File: src/sv/i2cm_pkg.sv
package i2cm_pkg;

	// command codes carried by the operation field
	typedef enum logic [2:0] {
		CMD_NONE  = 3'd0,
		CMD_START = 3'd1,
		CMD_STOP  = 3'd2,
		CMD_WRITE = 3'd3,
		CMD_READ  = 3'd4
	} cmd_t;

	localparam int unsigned PhaseIdxW = 5;
	localparam logic [PhaseIdxW-1:0] PhasesByte = PhaseIdxW'(19);
	localparam logic [PhaseIdxW-1:0] PhasesCond = PhaseIdxW'(3);

	localparam logic [7:0] PhaseTicksRst = 8'd5;

	typedef struct packed {
		cmd_t       op;
		logic [7:0] tx_byte;
		logic       read_ack;
		logic       sda_in;
	} item_t;

	typedef struct packed {
		logic       scl_release;
		logic       sda_release;
		logic       busy_res;
		logic       done_res;
		logic [7:0] rx_byte;
		logic       ack_seen;
		logic       cmd_ignored;
	} res_t;

	function automatic logic is_cmd(cmd_t op);
		return (op == CMD_START) || (op == CMD_STOP) || (op == CMD_WRITE) ||
			(op == CMD_READ);
	endfunction

	function automatic logic [PhaseIdxW-1:0] phase_total(cmd_t cmd);
		return ((cmd == CMD_WRITE) || (cmd == CMD_READ)) ? PhasesByte : PhasesCond;
	endfunction

endpackage

File: src/sv/i2c_master_byte_engine_top.sv
// Open-drain I2C byte engine. Each item beat is one timebase tick carrying the sampled SDA level
// and, when the engine is idle, an optional command (start, stop, write byte, read byte); every
// item yields exactly one result beat with the pin levels after that tick plus busy, done, the
// last read byte, the last write ACK and a flag for a command dropped while busy. Each bus phase
// is held phase_ticks ticks (APB register at address 0, reset 5, 0 behaves as 1), so a start or
// stop lasts 3 phases and a byte transfer 19. The item register feeds one pass of phase logic into
// the result register, so one item is taken per clock; each result beat is loaded into the result
// register from the item register, and the input stalls only when the result register is full and
// not being drained.
module i2c_master_byte_engine_top (
	input  logic        clk,
	input  logic        arst_n,
	input  logic        psel,
	input  logic        penable,
	input  logic        pwrite,
	input  logic [2:0]  paddr,
	input  logic [31:0] pwdata,
	output logic [31:0] prdata,
	output logic        pready,
	input  logic        item_valid,
	output logic        item_ready,
	input  logic [2:0]  operation,
	input  logic [7:0]  tx_byte,
	input  logic        read_ack,
	input  logic        sda_in,
	output logic        res_valid,
	input  logic        res_ready,
	output logic        scl_release,
	output logic        sda_release,
	output logic        busy_res,
	output logic        done_res,
	output logic [7:0]  rx_byte,
	output logic        ack_seen,
	output logic        cmd_ignored
);

	logic [7:0]      phase_ticks_q;
	i2cm_pkg::item_t item_s1;
	logic            valid_s1;
	i2cm_pkg::res_t  res_next, res_q;
	logic            res_valid_q;
	logic            adv;

	assign pready = 1'b1;
	assign prdata = (paddr[2] == 1'b0) ? {24'd0, phase_ticks_q} : 32'd0;

	always_ff @(posedge clk or negedge arst_n) begin
		if (!arst_n) begin
			phase_ticks_q <= i2cm_pkg::PhaseTicksRst;
		end else if (psel && penable && pwrite && pready && (paddr[2] == 1'b0)) begin
			phase_ticks_q <= pwdata[7:0];
		end
	end

	// the item stage moves on whenever the result register is empty or being drained
	assign adv        = valid_s1 && (!res_valid_q || res_ready);
	assign item_ready = !valid_s1 || adv;

	always_ff @(posedge clk or negedge arst_n) begin
		if (!arst_n) begin
			valid_s1 <= 1'b0;
		end else if (item_ready) begin
			valid_s1 <= item_valid;
		end
	end

	always_ff @(posedge clk) begin
		if (item_valid && item_ready) begin
			item_s1.op       <= i2cm_pkg::cmd_t'(operation);
			item_s1.tx_byte  <= tx_byte;
			item_s1.read_ack <= read_ack;
			item_s1.sda_in   <= sda_in;
		end
	end

	i2cm_core u_core (
		.clk         (clk),
		.arst_n      (arst_n),
		.step        (adv),
		.item        (item_s1),
		.phase_ticks (phase_ticks_q),
		.res         (res_next)
	);

	always_ff @(posedge clk or negedge arst_n) begin
		if (!arst_n) begin
			res_valid_q <= 1'b0;
		end else if (adv) begin
			res_valid_q <= 1'b1;
		end else if (res_ready) begin
			res_valid_q <= 1'b0;
		end
	end

	always_ff @(posedge clk) begin
		if (adv) res_q <= res_next;
	end

	assign res_valid   = res_valid_q;
	assign scl_release = res_q.scl_release;
	assign sda_release = res_q.sda_release;
	assign busy_res    = res_q.busy_res;
	assign done_res    = res_q.done_res;
	assign rx_byte     = res_q.rx_byte;
	assign ack_seen    = res_q.ack_seen;
	assign cmd_ignored = res_q.cmd_ignored;

	a_done_not_busy: assert property (@(posedge clk) disable iff (!arst_n)
		res_valid_q |-> !(res_q.done_res && res_q.busy_res))
		else $error("result beat flags done while still busy");

	a_stage_hold: assert property (@(posedge clk) disable iff (!arst_n)
		(valid_s1 && !adv) |=> (valid_s1 && $stable(item_s1)))
		else $error("stalled item stage lost or changed its beat");

	a_ignored_busy: assert property (@(posedge clk) disable iff (!arst_n)
		(adv && res_next.cmd_ignored) |-> (u_core.cmd_q != i2cm_pkg::CMD_NONE))
		else $error("command flagged as ignored while idle");

endmodule

File: src/sv/i2cm_core.sv
module i2cm_core (
	input  logic              clk,
	input  logic              arst_n,
	input  logic              step,
	input  i2cm_pkg::item_t   item,
	input  logic [7:0]        phase_ticks,
	output i2cm_pkg::res_t    res
);

	i2cm_pkg::cmd_t cmd_q, cmd_n;
	logic [i2cm_pkg::PhaseIdxW-1:0] pi_q, pi_n, pi_inc;
	logic [7:0] tc_q, tc_n, tc_inc, hold;
	logic [7:0] shift_q, shift_n;
	logic [7:0] rx_q, rx_n;
	logic       ackc_q, ackc_n;
	logic       ack_q, ack_n;
	logic       scl_q, scl_n;
	logic       sda_q, sda_n;
	logic       done, ignored;

	// pin levels applied when a phase begins
	function automatic logic [1:0] enter_pins(i2cm_pkg::cmd_t cmd,
		logic [i2cm_pkg::PhaseIdxW-1:0] p, logic bit7, logic ackc, logic scl, logic sda);
		logic s_c;
		logic s_d;
		s_c = scl;
		s_d = sda;
		unique case (cmd)
			i2cm_pkg::CMD_START: begin
				if (p == 5'd0) begin
					s_c = 1'b1;
					s_d = 1'b1;
				end else if (p == 5'd1) s_d = 1'b0;
				else s_c = 1'b0;
			end
			i2cm_pkg::CMD_STOP: begin
				if (p == 5'd0) s_d = 1'b0;
				else if (p == 5'd1) s_c = 1'b1;
				else s_d = 1'b1;
			end
			i2cm_pkg::CMD_WRITE: begin
				if (!p[4]) begin
					if (!p[0]) begin
						// SCL left alone ahead of the first data bit
						if (p != 5'd0) s_c = 1'b0;
						s_d = bit7;
					end else s_c = 1'b1;
				end else if (p == 5'd16) begin
					s_c = 1'b0;
					s_d = 1'b1;
				end else if (p == 5'd17) s_c = 1'b1;
				else s_c = 1'b0;
			end
			i2cm_pkg::CMD_READ: begin
				if (!p[4]) begin
					if (!p[0]) begin
						if (p == 5'd0) s_d = 1'b1;
						s_c = 1'b1;
					end else s_c = 1'b0;
				end else if (p == 5'd16) s_d = ~ackc;
				else if (p == 5'd17) s_c = 1'b1;
				else begin
					s_c = 1'b0;
					s_d = 1'b1;
				end
			end
			default: ;
		endcase
		return {s_c, s_d};
	endfunction

	always_comb begin
		cmd_n   = cmd_q;
		pi_n    = pi_q;
		tc_n    = tc_q;
		shift_n = shift_q;
		rx_n    = rx_q;
		ackc_n  = ackc_q;
		ack_n   = ack_q;
		scl_n   = scl_q;
		sda_n   = sda_q;
		done    = 1'b0;
		ignored = 1'b0;
		hold    = (phase_ticks == 8'd0) ? 8'd1 : phase_ticks;
		tc_inc  = (tc_q == 8'hFF) ? tc_q : tc_q + 8'd1;
		pi_inc  = pi_q + 5'd1;
		if (cmd_q != i2cm_pkg::CMD_NONE) begin
			ignored = i2cm_pkg::is_cmd(item.op);
			if (tc_inc >= hold) begin
				// sampling on the tick that closes the phase
				unique case (cmd_q)
					i2cm_pkg::CMD_WRITE: begin
						if (!pi_q[4] && pi_q[0]) shift_n = {shift_q[6:0], 1'b0};
						else if (pi_q == 5'd17) ack_n = ~item.sda_in;
					end
					i2cm_pkg::CMD_READ: begin
						if (!pi_q[4] && !pi_q[0]) shift_n = {shift_q[6:0], item.sda_in};
						else if (pi_q == 5'd18) rx_n = shift_q;
					end
					default: ;
				endcase
				tc_n = 8'd0;
				if (pi_inc >= i2cm_pkg::phase_total(cmd_q)) begin
					cmd_n = i2cm_pkg::CMD_NONE;
					pi_n  = '0;
					done  = 1'b1;
				end else begin
					pi_n = pi_inc;
					{scl_n, sda_n} = enter_pins(cmd_q, pi_inc, shift_n[7], ackc_q, scl_q, sda_q);
				end
			end else begin
				tc_n = tc_inc;
			end
		end else if (i2cm_pkg::is_cmd(item.op)) begin
			cmd_n = item.op;
			pi_n  = '0;
			tc_n  = 8'd0;
			if (item.op == i2cm_pkg::CMD_WRITE) shift_n = item.tx_byte;
			if (item.op == i2cm_pkg::CMD_READ) begin
				shift_n = 8'd0;
				ackc_n  = item.read_ack;
			end
			{scl_n, sda_n} = enter_pins(item.op, '0, shift_n[7], ackc_n, scl_q, sda_q);
		end
	end

	always_ff @(posedge clk or negedge arst_n) begin
		if (!arst_n) begin
			cmd_q   <= i2cm_pkg::CMD_NONE;
			pi_q    <= '0;
			tc_q    <= 8'd0;
			shift_q <= 8'd0;
			rx_q    <= 8'd0;
			ackc_q  <= 1'b0;
			ack_q   <= 1'b0;
			scl_q   <= 1'b1;
			sda_q   <= 1'b1;
		end else if (step) begin
			cmd_q   <= cmd_n;
			pi_q    <= pi_n;
			tc_q    <= tc_n;
			shift_q <= shift_n;
			rx_q    <= rx_n;
			ackc_q  <= ackc_n;
			ack_q   <= ack_n;
			scl_q   <= scl_n;
			sda_q   <= sda_n;
		end
	end

	assign res.scl_release = scl_n;
	assign res.sda_release = sda_n;
	assign res.busy_res    = (cmd_n != i2cm_pkg::CMD_NONE);
	assign res.done_res    = done;
	assign res.rx_byte     = rx_n;
	assign res.ack_seen    = ack_n;
	assign res.cmd_ignored = ignored;

	a_idle_phase: assert property (@(posedge clk) disable iff (!arst_n)
		(cmd_q == i2cm_pkg::CMD_NONE) |-> (pi_q == '0 && tc_q == 8'd0))
		else $error("idle with phase or tick count not cleared");

	a_phase_range: assert property (@(posedge clk) disable iff (!arst_n)
		(cmd_q != i2cm_pkg::CMD_NONE) |-> (pi_q < i2cm_pkg::phase_total(cmd_q)))
		else $error("phase index past end of command");

	a_done_idle: assert property (@(posedge clk) disable iff (!arst_n)
		(step && done) |=> (cmd_q == i2cm_pkg::CMD_NONE))
		else $error("command completed but engine still busy");

endmodule

File: config.mk
export PLATFORM = sky130hd
export DESIGN_NAME = i2c_master_byte_engine_top
export DESIGN_NICKNAME = d
export VERILOG_FILES = /design/src/sv/i2cm_pkg.sv /design/src/sv/i2c_master_byte_engine_top.sv /design/src/sv/i2cm_core.sv
export SDC_FILE = /design/constraint.sdc
export NUM_CORES = 1
export LEC_CHECK = 0
export ABC_CLOCK_PERIOD_IN_PS = 3300
export BUFFER_PORTS_ARGS = -buffer_cell sky130_fd_sc_hd__buf_4
export CAP_MARGIN = 40
export CORE_ASPECT_RATIO = 0.6
export CORE_MARGIN = 4
export CORE_UTILIZATION = 49
export DETAILED_ROUTE_END_ITERATION = 6
export PLACE_DENSITY_LB_ADDON = 0.12
export SYNTH_ARGS = -nofsm -noshare
export SYNTH_HDL_FRONTEND = slang
export SYNTH_SLANG_ARGS = --single-unit
File: constraint.sdc
create_clock -name clk -period 3.3 [get_ports clk]
set_clock_uncertainty 0.1 [all_clocks]
set_input_delay 0.165 -clock clk [delete_from_list [all_inputs] [get_ports clk]]
set_output_delay 0.165 -clock clk [all_outputs]
set_load 0.05 [all_outputs]
==> qor_table.md <==
| Quantity | This run |
|:---|:---|
| Fill cell total of the finished layout | 667 |
| Clock buffers created by TritonCTS | 9 |
| Clock H-tree levels | 3 |
| Final total negative setup slack | 0 ns |
| Routed wire length per instance | 17.0 µm |
| Synthesized instance count | 412 |
| Synth async-reset ratio | 0.630 |
| Proportion of layout cells with a drive suffix above 1 | 0.321 |
| Port Buffer Count | 52 |
| CP dominant cell by count | and3_4 |
| Final Max Tran Viols | 0 |
| Clock network fraction of total power | 0.237 |
| Height of the die | 80.9 µm |
| Max Clk Rate | 311 MHz |
| Skew-Pair Late Insertion Delay | 0.33 ns |
| Hold WC Path Type | input port to flop |
| Number of enable-type register cells in the synthesized netlist | 27 |
| I/O pin total | 104 |
| Post-synth top flop | dfrtp_1 |
| Tmin final | 3.22 ns |
| DIE AREA | 10,500 µm² |
| Worst setup SP type | flop |
| Int Power | 2420 µW |
| Dpl hpwl | 7.66 mm |
| Final period utilization | 0.976 |
| Sequential share of power | 0.311 |
| Pin count of the biggest net entering global routing | 47 |
| Vias in the first global route | 3,231 |
| Via count normalized by instance count | 5.58 |
| Sinks on Clock Net | 73 |
| Footprint of the multi-input gates | 2190 µm² |
| Share of total power consumed by net switching | 0.402 |
| Worst relative slew slack | 0.488 |
| Antenna-violating nets left | 0 |
| Floorplan Core Area | 8560 µm² |
| Count of unique library cells instantiated by Yosys | 63 |
| Average footprint of a synthesized cell | 10.5 µm² |
| Flops & latches, synth | 73 |
| Kind of end point of the critical path | flop |
| Iteration-0 DRC Markers | 263 |
| Clock-pin slew on the worst setup and hold paths | 0.06 ns |
| Largest vdd supply drop | 0.000392 V |
| Worst endpoint required time | 3.25 ns |
| Post-route core utilization | 0.652 |
| Layout overhead on the synthesized area | 28.7% |
| Synthesized cell area | 4330 µm² |
| Die width | 129 µm |
| Maximum root-to-sink buffer count | 2 |
| DRC violations left | 0 |
| Proportion of synthesized chip area in sequential cells | 0.454 |
| Number of setup violations in the final report | 0 |
| Result of the run | finished, final reports clean |
| Antenna violations before repair | 0 |
| Total wire length | 10.8 mm |
| Total power per unit cell area | 725 nW/µm² |
| Layout Nets | 585 |
| Gr ovfl total | 0 |
| Vias | 3,526 |
| Least-Margin Pin Slew | 0.767 ns |
| # diodes | 0 |
| Stage delay of the slowest cell on the critical path | 0.41 ns |
| Tot GR Track Use | 0.209 |
| Cell at the root of the clock tree | clkbuf_16 |
| Maximum Capacitance Violations | 0 |
| Count of final hold-check violations | 0 |
| Count of warnings emitted by yosys | 0 |
| Class of the most critical setup path | flop to flop |
| Area of all sequential standard cells | 1970 µm² |
| Register-to-register setup slack | 0.08 ns |
| RePlAce Congestion | 0.932 |
| Arrival time at the worst endpoint | 3.17 ns |
| Cell with the largest stage delay on the worst path | nor4_4 |
| Starting utilization of the core area | 0.507 |
| Wire length of the first global-routing pass | 16.9 mm |
| Clock tree from TritonCTS | done |
| NetSw | 1630 µW |
| Peak fanout along the critical path | 4 |
| Cell breakdown of the critical path | and3_4, nand3_2, o21a_1, and3_4, xor2_1, ha_1, o2111ai_2, o21a_2, buf_4, nor4_4, and2_4, a21oi_1 |
| Portion of total power attributed to combinational logic | 0.452 |
| Pre-antenna DRT Iters | 5 |
| Number of rows in the core area | 26 |
| Static Leakage | 0.00244 µW |
==> area by class of cell <==
cell class | instances | area share
clock buffers | 9 | 0.0404
inverters | 19 | 0.0128
multi-input cells | 301 | 0.392
repair buffers | 111 | 0.164
well taps | 112 | 0.0251
flip-flops and latches | 73 | 0.353
clock inverters | 7 | 0.0123
==> registers in the layout (all words and copies together) (netlist names), 3 cells and up <==
signal and flops:
item_s1 13, phase_ticks_q 8, rx_byte 8, u_core.rx_q 8, u_core.shift_q 8, u_core.tc_q 8, u_core.pi_q 5, u_core.cmd_q 3
==> metal layers <==
metal,global-route usage,share of wire,vias to the layer above
met5,0,0,-
met4,0.0467,0.0065,0
met3,0.0565,0.060,8
met2,0.295,0.43,106
met1,0.317,0.50,1731
li1,-,-,1681
==> cell families (layout without fill, tap and decap cells) <==
group / Yosys count / in the layout / share of synthesized area
other: 2 / 25 / 0.00173
adders and majority gates: 15 / 15 / 0.0433
and+or+nand+nor: 129 / 129 / 0.169
buffers and inverters: 61 / 146 / 0.0791
xor gates and xnor gates: 6 / 6 / 0.0121
muxes: 39 / 39 / 0.0999
DFF: 73 / 73 / 0.454
AOI/OAI and AO/OA: 87 / 87 / 0.141
==> through the flow <==
step	power (µW)	worst slack (ns)	cell area, µm²	cells	hold WS, ns
5_1_grt	4300	-0.00663	5580	632	0.0498
3_3_place_gp	2930	0.0358	4960	590	0.132
4_1_cts	3970	0.0123	5480	629	0.0113
2_1_floorplan	2430	0.0377	4430	435	-0.231
6_report	4050	0.0803	5580	632	0.0234
3_5_place_dp	2970	-0.0338	4960	590	0.132
==> layout by cell type, fill, tap and decap left out, types with 3 or more instances in the layout <==
| cell | netlist | layout |
|---|---|---|
| buf_4 | 27 | 86 |
| dfrtp_1 | 42 | 41 |
| a22o_1 | 8 | 8 |
| nor4_1 | 4 | 3 |
| nand3b_1 | 3 | 3 |
| o31ai_1 | 3 | 3 |
| dlygate4sd3_1 | 0 | 23 |
| nand4_1 | 6 | 6 |
| ha_1 | 15 | 14 |
| clkbuf_16 | 0 | 9 |
| o211ai_1 | 6 | 6 |
| a31oi_1 | 4 | 4 |
| and2_1 | 4 | 3 |
| nor3_1 | 9 | 9 |
| o21ai_0 | 21 | 20 |
| nor2_1 | 27 | 27 |
| edfxtp_1 | 27 | 27 |
| a32o_1 | 6 | 6 |
| inv_1 | 19 | 19 |
| nand3_1 | 16 | 15 |
| xnor2_1 | 4 | 3 |
| conb_1 | 2 | 25 |
| mux2_2 | 34 | 33 |
| and3_1 | 6 | 3 |
| mux2i_1 | 5 | 5 |
| a211oi_1 | 4 | 3 |
| a21oi_1 | 13 | 13 |
| o22ai_1 | 3 | 3 |
| and3_4 | 0 | 3 |
| dfstp_2 | 4 | 4 |
| nand2_1 | 17 | 17 |
| nand2b_1 | 11 | 11 |
| nor2b_1 | 7 | 7 |
==> final timing paths <==
kind                                 from              to  cells past startpoint
max in group asynchronous          arst_n  u_core.tc_q[0]                      2
min in group asynchronous          arst_n  u_core.pi_q[2]                      2
hold / removal                  res_ready       res_valid                      3
setup reg to reg           u_core.tc_q[5]     sda_release                     12
setup / recovery           u_core.tc_q[5]     sda_release                     12
hold reg to reg                item_s1[1]   u_core.ackc_q                      1
==> power groups by stage <==
stage	sequential, µW	clock [µW]	combinational, µW
floorplan	1300	0	1130
global placement	1260	0	1660
detailed placement	1270	0	1700
CTS	1250	984	1730
global route	1280	1020	2000
finish	1260	957	1830
==> cells in the mapped netlist (3+ instances only) <==
| library cell | n | share of area |
|---|---|---|
| nand3_1 | 16 | 0.018 |
| buf_4 | 27 | 0.047 |
| nand3b_1 | 3 | 0.0052 |
| and2_1 | 4 | 0.0058 |
| nor4_1 | 4 | 0.0058 |
| edfxtp_1 | 27 | 0.19 |
| nor2b_1 | 7 | 0.010 |
| a21oi_1 | 13 | 0.015 |
| a31oi_1 | 4 | 0.0058 |
| xnor2_1 | 4 | 0.0081 |
| o22ai_1 | 3 | 0.0043 |
| nand2b_1 | 11 | 0.016 |
| dfstp_2 | 4 | 0.024 |
| mux2_2 | 34 | 0.088 |
| o31ai_1 | 3 | 0.0052 |
| a211oi_1 | 4 | 0.0069 |
| mux2i_1 | 5 | 0.012 |
| dfrtp_1 | 42 | 0.24 |
| nor3_1 | 9 | 0.010 |
| a32o_1 | 6 | 0.014 |
| nor2_1 | 27 | 0.023 |
| o21ai_0 | 21 | 0.024 |
| ha_1 | 15 | 0.043 |
| nand4_1 | 6 | 0.0087 |
| nor3_2 | 3 | 0.0069 |
| inv_1 | 19 | 0.016 |
| nand2_1 | 17 | 0.015 |
| o211ai_1 | 6 | 0.010 |
| and3_1 | 6 | 0.0087 |
| buf_2 | 3 | 0.0035 |
| a22o_1 | 8 | 0.016 |
| clkbuf_1 | 10 | 0.0087 |
==> worst max-delay path: cells and delay by family (launching register included) <==
family                     cells  cell delay [ns]
AOI/OAI and AO/OA              4             0.73
xor gates and xnor gates       1             0.15
adders and majority gates      1             0.34
buffers and inverters          1             0.15
DFF                            1             0.36
and+or+nand+nor                5             1.11
==> repair_timing <==
action | CTS | global route
pin swaps | 0 | 6
buffers inserted | 0 | 3
hold endpoints to repair | 64 | 0
gates cloned | 0 | 0
setup endpoints to repair | 15 | 39
resized for setup | 2 | 17
hold buffers | 23 | 0
No activity file was read; power rests on OpenSTA's default activity.
